===== config.mk =====
export PLATFORM = sky130hd
export DESIGN_NAME = scanline_timer_line_interrupt_top
export DESIGN_NICKNAME = d
export VERILOG_FILES = /design/src/design/slti_pkg.sv /design/src/design/slti_cfg_regs.sv /design/src/design/slti_in_reg.sv /design/src/design/slti_timing.sv /design/src/design/slti_out_reg.sv /design/src/design/scanline_timer_line_interrupt_top.sv
export VERILOG_INCLUDE_DIRS = /design/src /design/src/design
export SDC_FILE = /design/constraint.sdc
export NUM_CORES = 1
export LEC_CHECK = 0
export BUFFER_PORTS_ARGS = -buffer_cell sky130_fd_sc_hd__clkbuf_2
export CORE_MARGIN = 2
export CORE_UTILIZATION = 50
export DETAILED_ROUTE_END_ITERATION = 8
export PLACE_DENSITY = 0.75
export SYNTH_ARGS = -nofsm -noshare
export SYNTH_HDL_FRONTEND = slang
export SYNTH_HIERARCHICAL = 1
export SYNTH_SLANG_ARGS = --single-unit
export TNS_END_PERCENT = 50

===== constraint.sdc =====
create_clock -name clk -period 7.53 [get_ports clk]
set_input_delay 0.3765 -clock clk [delete_from_list [all_inputs] [get_ports clk]]
set_output_delay 0.3765 -clock clk [all_outputs]
set_load 0.005 [all_outputs]

===== src/design/scanline_timer_line_interrupt_top_macros.svh =====
// assertion macros used by the top-level design file
`ifndef SCANLINE_TIMER_LINE_INTERRUPT_TOP_MACROS_SVH
`define SCANLINE_TIMER_LINE_INTERRUPT_TOP_MACROS_SVH

`ifndef NO_ASSERTIONS
`define SLTI_ASSERT_IMP(label, clk, rst_n, ante, cons) \
  label: assert property (@(posedge clk) disable iff (!rst_n) (ante) |-> (cons)) \
    else $error("same-cycle check failed");
`define SLTI_ASSERT_NXT(label, clk, rst_n, ante, cons) \
  label: assert property (@(posedge clk) disable iff (!rst_n) (ante) |=> (cons)) \
    else $error("next-cycle check failed");
`else
`define SLTI_ASSERT_IMP(label, clk, rst_n, ante, cons)
`define SLTI_ASSERT_NXT(label, clk, rst_n, ante, cons)
`endif

`endif


===== src/design/slti_pkg.sv =====
package slti_pkg;

  localparam logic [9:0] CLOCKS_PER_LINE = 10'd684;
  localparam logic [8:0] LINES_NTSC      = 9'd262;
  localparam logic [8:0] LINES_PAL       = 9'd312;

  localparam logic [3:0] MODE_224 = 4'b1011;
  localparam logic [3:0] MODE_240 = 4'b1110;

  localparam logic [8:0] ACTIVE_192 = 9'd192;
  localparam logic [8:0] ACTIVE_224 = 9'd224;
  localparam logic [8:0] ACTIVE_240 = 9'd240;

  localparam int unsigned CFG_IDX_W = 3;

  localparam logic [CFG_IDX_W-1:0] REG_LINE_RELOAD  = 3'd0;
  localparam logic [CFG_IDX_W-1:0] REG_VIDEO_MODE   = 3'd1;
  localparam logic [CFG_IDX_W-1:0] REG_PAL_REGION   = 3'd2;
  localparam logic [CFG_IDX_W-1:0] REG_LINE_IRQ_EN  = 3'd3;
  localparam logic [CFG_IDX_W-1:0] REG_FRAME_IRQ_EN = 3'd4;

  typedef struct packed {
    logic [7:0] line_reload;
    logic [3:0] video_mode;
    logic       pal_region;
    logic       line_irq_enable;
    logic       frame_irq_enable;
  } cfg_t;

  typedef struct packed {
    logic tick;
    logic ack_line;
    logic ack_frame;
  } item_t;

  typedef struct packed {
    logic       irq;
    logic [9:0] hpos;
    logic [8:0] vpos;
    logic       in_vblank;
    logic       line_flag;
    logic       frame_flag;
  } res_t;

  function automatic logic [8:0] active_lines(input logic [3:0] mode);
    logic [8:0] act;
    case (mode)
      MODE_224: act = ACTIVE_224;
      MODE_240: act = ACTIVE_240;
      default:  act = ACTIVE_192;
    endcase
    return act;
  endfunction

endpackage


===== src/design/slti_cfg_regs.sv =====
module slti_cfg_regs (
  input  logic                             clk,
  input  logic                             rst_n,
  input  logic                             cfg_valid,
  output logic                             cfg_ready,
  input  logic [slti_pkg::CFG_IDX_W-1:0]   cfg_index,
  input  logic [7:0]                       cfg_data,
  output slti_pkg::cfg_t                   cfg
);
  import slti_pkg::*;

  cfg_t cfg_r;

  assign cfg_ready = 1'b1;
  assign cfg       = cfg_r;

  always_ff @(posedge clk) begin
    if (!rst_n) begin
      cfg_r <= '0;
    end else if (cfg_valid) begin
      case (cfg_index)
        REG_LINE_RELOAD:  cfg_r.line_reload      <= cfg_data;
        REG_VIDEO_MODE:   cfg_r.video_mode       <= cfg_data[3:0];
        REG_PAL_REGION:   cfg_r.pal_region       <= cfg_data[0];
        REG_LINE_IRQ_EN:  cfg_r.line_irq_enable  <= cfg_data[0];
        REG_FRAME_IRQ_EN: cfg_r.frame_irq_enable <= cfg_data[0];
        default: ;
      endcase
    end
  end

endmodule


===== src/design/slti_in_reg.sv =====
module slti_in_reg (
  input  logic            clk,
  input  logic            rst_n,
  input  logic            in_valid,
  input  slti_pkg::item_t in_item,
  output logic            in_stall,
  input  logic            adv,
  output logic            s1_valid,
  output slti_pkg::item_t s1_item
);
  import slti_pkg::*;

  logic  s1_valid_r;
  item_t s1_item_r;
  logic  accept;

  assign in_stall = s1_valid_r && !adv;
  assign accept   = in_valid && !in_stall;
  assign s1_valid = s1_valid_r;
  assign s1_item  = s1_item_r;

  always_ff @(posedge clk) begin
    if (!rst_n) begin
      s1_valid_r <= 1'b0;
    end else if (accept) begin
      s1_valid_r <= 1'b1;
    end else if (adv) begin
      s1_valid_r <= 1'b0;
    end
  end

  always_ff @(posedge clk) begin
    if (accept) begin
      s1_item_r <= in_item;
    end
  end

endmodule


===== src/design/slti_timing.sv =====
module slti_timing (
  input  logic            clk,
  input  logic            rst_n,
  input  logic            fire,
  input  slti_pkg::item_t item,
  input  slti_pkg::cfg_t  cfg,
  output slti_pkg::res_t  res
);
  import slti_pkg::*;

  logic [9:0] hcount_r, hcount_nxt;
  logic [8:0] vcount_r, vcount_nxt;
  logic [7:0] line_down_r, line_down_nxt;
  logic       line_pending_r, line_pending_nxt;
  logic       frame_pending_r, frame_pending_nxt;

  logic [8:0] act;
  logic [8:0] frame_len;
  logic [9:0] hcount_inc;
  logic [8:0] vcount_inc;

  assign act        = active_lines(cfg.video_mode);
  assign frame_len  = cfg.pal_region ? LINES_PAL : LINES_NTSC;
  assign hcount_inc = hcount_r + 10'd1;
  assign vcount_inc = vcount_r + 9'd1;

  always_comb begin
    hcount_nxt        = hcount_r;
    vcount_nxt        = vcount_r;
    line_down_nxt     = line_down_r;
    line_pending_nxt  = line_pending_r && !item.ack_line;
    frame_pending_nxt = frame_pending_r && !item.ack_frame;

    if (item.tick) begin
      // line start work runs on the first clock of a line, before advancing
      if (hcount_r == '0) begin
        if (vcount_r <= act) begin
          if (line_down_r == '0) begin
            line_down_nxt    = cfg.line_reload;
            line_pending_nxt = 1'b1;
          end else begin
            line_down_nxt = line_down_r - 8'd1;
          end
        end else begin
          line_down_nxt = cfg.line_reload;
        end
        if (vcount_r == act + 9'd1) begin
          frame_pending_nxt = 1'b1;
        end
      end

      if (hcount_inc >= CLOCKS_PER_LINE) begin
        hcount_nxt = '0;
        // wraps on reach or pass, so a region switch late in a frame still wraps
        vcount_nxt = (vcount_inc >= frame_len) ? 9'd0 : vcount_inc;
      end else begin
        hcount_nxt = hcount_inc;
      end
    end
  end

  always_comb begin
    res.irq        = (cfg.line_irq_enable && line_pending_nxt) ||
                     (cfg.frame_irq_enable && frame_pending_nxt);
    res.hpos       = hcount_nxt;
    res.vpos       = vcount_nxt;
    res.in_vblank  = vcount_nxt >= act;
    res.line_flag  = line_pending_nxt;
    res.frame_flag = frame_pending_nxt;
  end

  always_ff @(posedge clk) begin
    if (!rst_n) begin
      hcount_r        <= '0;
      vcount_r        <= '0;
      line_down_r     <= '0;
      line_pending_r  <= 1'b0;
      frame_pending_r <= 1'b0;
    end else if (fire) begin
      hcount_r        <= hcount_nxt;
      vcount_r        <= vcount_nxt;
      line_down_r     <= line_down_nxt;
      line_pending_r  <= line_pending_nxt;
      frame_pending_r <= frame_pending_nxt;
    end
  end

endmodule


===== src/design/slti_out_reg.sv =====
module slti_out_reg (
  input  logic           clk,
  input  logic           rst_n,
  input  logic           s1_valid,
  input  slti_pkg::res_t res,
  output logic           adv,
  output logic           out_valid,
  input  logic           out_stall,
  output slti_pkg::res_t out_res
);
  import slti_pkg::*;

  logic out_valid_r;
  res_t out_res_r;

  // the result register takes a new item when empty or being drained
  assign adv       = !out_valid_r || !out_stall;
  assign out_valid = out_valid_r;
  assign out_res   = out_res_r;

  always_ff @(posedge clk) begin
    if (!rst_n) begin
      out_valid_r <= 1'b0;
    end else if (adv) begin
      out_valid_r <= s1_valid;
    end
  end

  always_ff @(posedge clk) begin
    if (adv && s1_valid) begin
      out_res_r <= res;
    end
  end

endmodule


===== src/design/scanline_timer_line_interrupt_top.sv =====
// Video H/V timing counter with line and frame interrupts. Each item is one
// pixel clock (tick=1) or an acknowledge-only update (tick=0); acks clear
// their flag before the tick is applied. One item is accepted per cycle while
// in_stall is low; it is held in the input register, and its result is
// captured in the result register, which drives the out_ ports, whenever
// that register can advance. The only thing that slows the rate is
// out_stall. hpos counts 0..683, vpos 0..261 (NTSC) or 0..311 (PAL). Write
// configuration only while no item is in flight.
module scanline_timer_line_interrupt_top (
  input  logic                           clk,
  input  logic                           rst_n,

  input  logic                           in_valid,
  output logic                           in_stall,
  input  logic                           in_tick,
  input  logic                           in_ack_line,
  input  logic                           in_ack_frame,

  output logic                           out_valid,
  input  logic                           out_stall,
  output logic                           out_irq,
  output logic [9:0]                     out_hpos,
  output logic [8:0]                     out_vpos,
  output logic                           out_in_vblank,
  output logic                           out_line_flag,
  output logic                           out_frame_flag,

  input  logic                           cfg_valid,
  output logic                           cfg_ready,
  input  logic [slti_pkg::CFG_IDX_W-1:0] cfg_index,
  input  logic [7:0]                     cfg_data
);
  import slti_pkg::*;

  cfg_t  cfg;
  item_t in_item;
  item_t s1_item;
  res_t  res;
  res_t  out_res;
  logic  s1_valid;
  logic  adv;

  assign in_item.tick      = in_tick;
  assign in_item.ack_line  = in_ack_line;
  assign in_item.ack_frame = in_ack_frame;

  slti_cfg_regs u_cfg (
    .clk       (clk),
    .rst_n     (rst_n),
    .cfg_valid (cfg_valid),
    .cfg_ready (cfg_ready),
    .cfg_index (cfg_index),
    .cfg_data  (cfg_data),
    .cfg       (cfg)
  );

  slti_in_reg u_in (
    .clk      (clk),
    .rst_n    (rst_n),
    .in_valid (in_valid),
    .in_item  (in_item),
    .in_stall (in_stall),
    .adv      (adv),
    .s1_valid (s1_valid),
    .s1_item  (s1_item)
  );

  slti_timing u_timing (
    .clk   (clk),
    .rst_n (rst_n),
    .fire  (s1_valid && adv),
    .item  (s1_item),
    .cfg   (cfg),
    .res   (res)
  );

  slti_out_reg u_out (
    .clk       (clk),
    .rst_n     (rst_n),
    .s1_valid  (s1_valid),
    .res       (res),
    .adv       (adv),
    .out_valid (out_valid),
    .out_stall (out_stall),
    .out_res   (out_res)
  );

  assign out_irq        = out_res.irq;
  assign out_hpos       = out_res.hpos;
  assign out_vpos       = out_res.vpos;
  assign out_in_vblank  = out_res.in_vblank;
  assign out_line_flag  = out_res.line_flag;
  assign out_frame_flag = out_res.frame_flag;

`include "scanline_timer_line_interrupt_top_macros.svh"

  `SLTI_ASSERT_IMP(a_stall_needs_item, clk, rst_n, in_stall, s1_valid)
  `SLTI_ASSERT_IMP(a_hpos_range, clk, rst_n, out_valid, out_hpos < CLOCKS_PER_LINE)
  `SLTI_ASSERT_IMP(a_irq_has_flag, clk, rst_n, out_valid && out_irq,
                   out_line_flag || out_frame_flag)
  `SLTI_ASSERT_IMP(a_active_not_vblank, clk, rst_n, out_valid && (out_vpos < ACTIVE_192),
                   !out_in_vblank)

endmodule

After elaboration in Yosys (flattened, before gate mapping)
Cells that the tools add are included.
{ "classes": {"n_addsub": 4, "multipliers": 0, "div": 0, "magnitude_cmp": 4, "eq_ne": 7, "n_shift": 0, "n_mux": 18, "bitwise": 0, "reduce_logical": 25} }
{ "ops": {"columns": ["operator", "count"], "rows": [
  ["2-to-1 mux 9 bit", 3],
  ["2-to-1 mux 10 bit", 2],
  ["2-to-1 mux 8 bit", 2],
  ["one-hot mux 6 bit (2 select lines)", 1],
  ["adder 10 x 1 -> 10 bit, second input constant", 1],
  [">= comparator 10 bit, second input constant", 1],
  ["logical NOT 10 bit", 1],
  ["AND reduction 2 bit", 5],
  ["adder 8 x 1 -> 9 bit, second input constant", 1],
  ["adder 9 x 1 -> 9 bit, second input constant", 1],
  ["== test 9 bit", 1],
  [">= comparator 9 x 8 -> 1 bit", 1],
  [">= comparator 9 bit", 1],
  ["<= comparator 9 x 8 -> 1 bit", 1],
  ["2-to-1 mux 1 bit", 9],
  ["== test 4 bit, second input constant", 2],
  ["logical NOT 8 bit", 1],
  ["subtractor 8 x 1 -> 8 bit, second input constant", 1],
  ["logical AND 1 bit", 7],
  ["== test 3 x 2 -> 1 bit, second input constant", 2],
  ["logical NOT 1 bit", 6],
  ["2-to-1 mux 6 bit", 1],
  ["== test 3 x 1 -> 1 bit, second input constant", 1],
  ["== test 3 bit, second input constant", 1],
  ["4 further kinds", 5]
]} }
{ "word_totals": {"ff_bits": 72, "latchBits": 0, "mem_bits_rw": 0, "rom_bits": 0, "output_inout_bits": 26, "elab_cells": 79, "mem_count": 0} }

Longest topological paths before layout
{ "logic_depth": {"depth_word": 9, "mapped_depth": 17, "ltp_nobuf": 17} }

Modules after synthesis
Netlist, hierarchy kept.
{ "modules_own_cells": {"columns": ["module", "instances", "cells_per_inst", "area_each_um2", "seq_area_each_um2"], "rows": [
  ["slti_timing", 1, 354, 2587.5, 580.6],
  ["slti_out_reg", 1, 28, 732.0, 710.7],
  ["slti_cfg_regs", 1, 64, 631.9, 300.3],
  ["slti_in_reg", 1, 7, 137.6, 110.1],
  ["scanline_timer_line_interrupt_top", 1, 1, 6.3, 0.0]
]} }

Worst setup path after synthesis
OpenSTA, ideal clock, no wires.
{ "synth_path": {"kind": "reg-to-reg", "from": "register u_timing.vcount_r[0]", "to": "register u_out.out_res_r, in the netlist u_out/out_res[2] (data pin)", "setup_ns": 0.142, "arrival_ns": 3.164, "t_required_ns": 7.388, "setup_slack_ns": 4.224, "path_stages_with_launch": 16, "n_path_buf": 0, "period_less_slack_ns": 3.306, "path_cell_list": "dfxtp_1 > ha_1 > nor2b_1 > nand2b_1 > ha_1 > o21ai_0 > a31oi_1 > o41a_1 > o311ai_1 > nor2_1 > nor3_1 > a21oi_1 > ha_1 > nand4_1 > o41a_1 > o21ai_2"} }
{ "synth_lines": {"columns": ["element", "line_no", "text"], "rows": [
  ["start: declaration", "slti_timing.sv:12", "logic [8:0] vcount_r, vcount_nxt;"],
  ["start signal: assignment", "slti_timing.sv:81", "vcount_r <= vcount_nxt;"],
  ["end signal: assignment", "slti_out_reg.sv:31", "out_res_r <= res;"],
  ["end: declaration", "slti_out_reg.sv:14", "res_t out_res_r;"]
]} }

==> summary.txt <==
Status
  • Outcome: finished clean

Floorplan
  • Die ar.: 8930 sq um
  • Num ports: 45
  • DIE WIDTH: 94.5 um
  • Starting Density: 0.506
  • Core area: 8090 sq um
  • Die Ht: 94.5 um
  • Row Count: 33

Cells and area
  • Final core occ: 0.554
  • Commonest non-fill, non-tap cell in the layout: nand2_1
  • Area growth syn-to-layout: 9.44%
  • Net count, final: 518
  • FF/Latch Area: 1700 sq um
  • Multi-input logic area: 2170 sq um
  • Ratio of cells with drive above 1 in the final layout: 0.172
  • Post-Layout Inst Area: 4480 sq um
  • Fillers: 730
  • Most frequent cells in the layout: nand2_1, dfxtp_1, clkbuf_2, nor2_1, a21oi_1
  • Number of diodes: 0

Clocking
  • Later-pin clock latency in the skew report: 350 ps
  • H-tree depth: 3
  • CTS sink cnt: 72
  • CTS tree: done
  • CTS Root Cell: clkbuf_8
  • Postcts setup bufs: 0
  • CTS Hold Bufs: 0
  • Clk slew on worst S/H paths: 70 ps
  • Cts repair resizes: 0
  • CTS buffer count: 9
  • CTS Buffer Depth: 2

Route
  • DR pass1 iterations: 5
  • Vias: 3432
  • Initial drt markers: 251
  • Via-to-Cell Ratio: 5.79
  • Post-Route WL: 8980 um
  • Post-route ant nets: 0
  • Drt wl/cell: 15.1 um
  • # DRC: 0

Min path
  • Min-delay worst type: in2reg

Worst setup path
  • R2R depth: 15
  • Critical Path End Type: flop
  • WP buf/inv: 0
  • Reg2Reg Launch Point: u_timing/vcount_r[0]
  • Crit path required time: 7740 ps
  • Cell chain of the critical path: ha_1 > nor2b_1 > nand2b_1 > ha_1 > o21ai_0 > a31oi_1 > o41a_1 > o311ai_1 > nor2_1 > nor3_1 > a21oi_1 > ha_1 > nand4_1 > o41a_1 > o21ai_2
  • Critical path depth: 15
  • Critical path's top delay family: compound AO/OA/AOI/OAI gates
  • Crit Path Category: reg2reg
  • Crit path top cell by count: ha_1
  • CP Launch Type: flop
  • Worst Path Max Fanout: 6
  • Crit-path slowest cell: o311ai_1
  • RR Endpoint: u_out/out_res[2]
  • Worst Setup SP: u_timing/vcount_r[0]
  • CP max stage delay: 430 ps
  • Worst Path Arrival: 3950 ps
  • Critical Path Sink: u_out/out_res[2]
  • R2r setup slk: 3800 ps

Timing
  • Period utilization: 0.496
  • Max Fclk: 0.268 GHz
  • Clk_skew: 6.39 ps
  • Slew margin rel.: 0.230
  • Setup TNS: 0 ps
  • Hold Vio Cnt, Final: 0
  • Fin. max-slew vios: 0
  • RSZ-0062 raised after global routing: no
  • Min cycle time layout: 3730 ps
  • Tightest Pin Transition: 1150 ps
  • Final setup vio count: 0
  • Final WS setup: 3800 ps

Yosys
  • Post-synth cell types: 67
  • Cells after synthesis: 454
  • Syn nets: 489
  • Ys Warns: 6
  • Fraction of registers with async set/reset: 0
  • Mapped cell area: 4100 sq um
  • Sequential share of the synthesized area: 0.416
  • Synth Area per Inst: 9.02 sq um
  • Top_reg_cell synth: dfxtp_1
  • Post-synth EDFFs: 26
  • Register bit count reported by yosys: 72

Power
  • Cell-internal power: 586 uW
  • Sw frac: 0.269
  • Max IR drop VDD: 0.113 mV
  • Switching power: 215 uW
  • Part of the power in registers: 0.539
  • Power Density: 179 nW/um^2
  • Clock share of power: 0.334
  • Lkg Pwr: 1.71 nW
  • Total power draw: 802 uW
  • Gate power share: 0.127

Flow run
  • Max-Cap Viols: 0

Placed design
  • RD Place Congestion: 0.896
  • Post-detail-place hpwl: 6320 um
  • Area after DPL: 4320 sq um
  • Number of I/O port buffers: 43
  • Dpl ws: 3870 ps

Global route
  • Total track usage: 0.211
  • Initial antenna violation count: 0
  • Largest net degree at the start of global routing: 34
  • First-pass GRT wire length: 15000 um
  • Vias in the first global route: 3049
  • Gr ovfl total: 0
-- worst min path at each step --
stage | startpoint | end | cells past startpoint
floorplan | u_cfg/cfg[11] | u_cfg/cfg[11] | 2
global placement | u_cfg/cfg[11] | u_cfg/cfg[11] | 2
detailed placement | u_cfg/cfg[8] | u_cfg/cfg[8] | 2
CTS | in_tick | u_in/s1_item[2] | 1
global route | in_tick | u_in/s1_item[2] | 1
finish | in_tick | u_in/s1_item[2] | 1
-- registers in the layout (all words and copies together) (netlist names) --
signal,count
u_out/out_res,23
u_timing/line_pending_r,1
u_timing/frame_pending_r,1
u_timing/line_down_r,8
u_in/s1_valid,1
u_timing/vcount_r,9
u_timing/hcount_r,10
u_cfg/cfg,15
u_out/out_valid,1
u_in/s1_item,3
-- through the flow --
step,instances,hold slack [ps]
finish,593,211
CTS,593,198
global route,593,199
detailed placement,577,452
floorplan,454,432
global placement,577,442
-- routing by layer --
metal / global-route usage / vias to the layer above / part of all wire
met3: 0.0375 / 20 / 0.065
met1: 0.294 / 1574 / 0.45
met4: 0.0713 / 0 / 0.019
met2: 0.332 / 128 / 0.46
met5: 0 / - / 0
li1: - / 1710 / -
-- power groups by stage --
| stage | clock (mW) | combinational, mW | sequential (mW) |
|---|---|---|---|
| 5_1_grt | 0.292 | 0.114 | 0.434 |
| 2_1_floorplan | 0 | 0.0758 | 0.436 |
| 4_1_cts | 0.274 | 0.101 | 0.432 |
| 3_5_place_dp | 0 | 0.100 | 0.441 |
| 3_3_place_gp | 0 | 0.0983 | 0.441 |
| 6_report | 0.268 | 0.102 | 0.432 |
-- cells by family (layout without fill, tap and decap cells) --
logic type / after synthesis / after routing / synth area share
flops: 72 / 72 / 0.416
xor+xnor: 5 / 5 / 0.0107
simple gates: 178 / 178 / 0.231
fa+ha+maj: 16 / 16 / 0.0489
compound gates: 109 / 109 / 0.181
mux: 23 / 23 / 0.0568
buf+inv: 50 / 84 / 0.0547
other cells: 1 / 1 / 0.000916
-- cell type report --
cell class	instances	share of cell area
repair buffers	44	0.0497
multi-input cells	332	0.484
clock inverters	3	0.00391
inverters	24	0.0201
clock buffers	13	0.0332
flip-flops and latches	72	0.380
well taps	105	0.0293
-- cells in the mapped netlist (3+ instances only) --
cell type	instances	area [sq um]
and2_1	4	25.0
edfxtp_1	26	781
o211a_1	3	30.0
nor2_1	43	161
nand3_1	7	35.0
and4bb_2	3	37.5
a211oi_1	10	75.1
nand2b_1	3	18.8
a31oi_1	6	37.5
buf_4	6	45.0
o21ai_0	23	115
xnor2_1	4	35.0
o21a_1	5	37.5
nand4_1	7	43.8
or3_1	4	25.0
a22o_1	4	35.0
nand4b_1	4	35.0
nor4_1	4	25.0
o211ai_1	3	22.5
a21oi_1	27	135
or2_2	5	31.3
ha_1	16	200
a21o_1	4	30.0
dfxtp_1	46	921
inv_1	23	86.3
o31ai_1	3	22.5
buf_2	4	20.0
nor2b_1	3	18.8
mux2i_1	21	210
o22ai_1	5	31.3
nor3_1	15	75.1
clkbuf_1	14	52.6
nand2_1	57	214
nor3b_1	3	22.5
(Power assumes the default switching activity.)
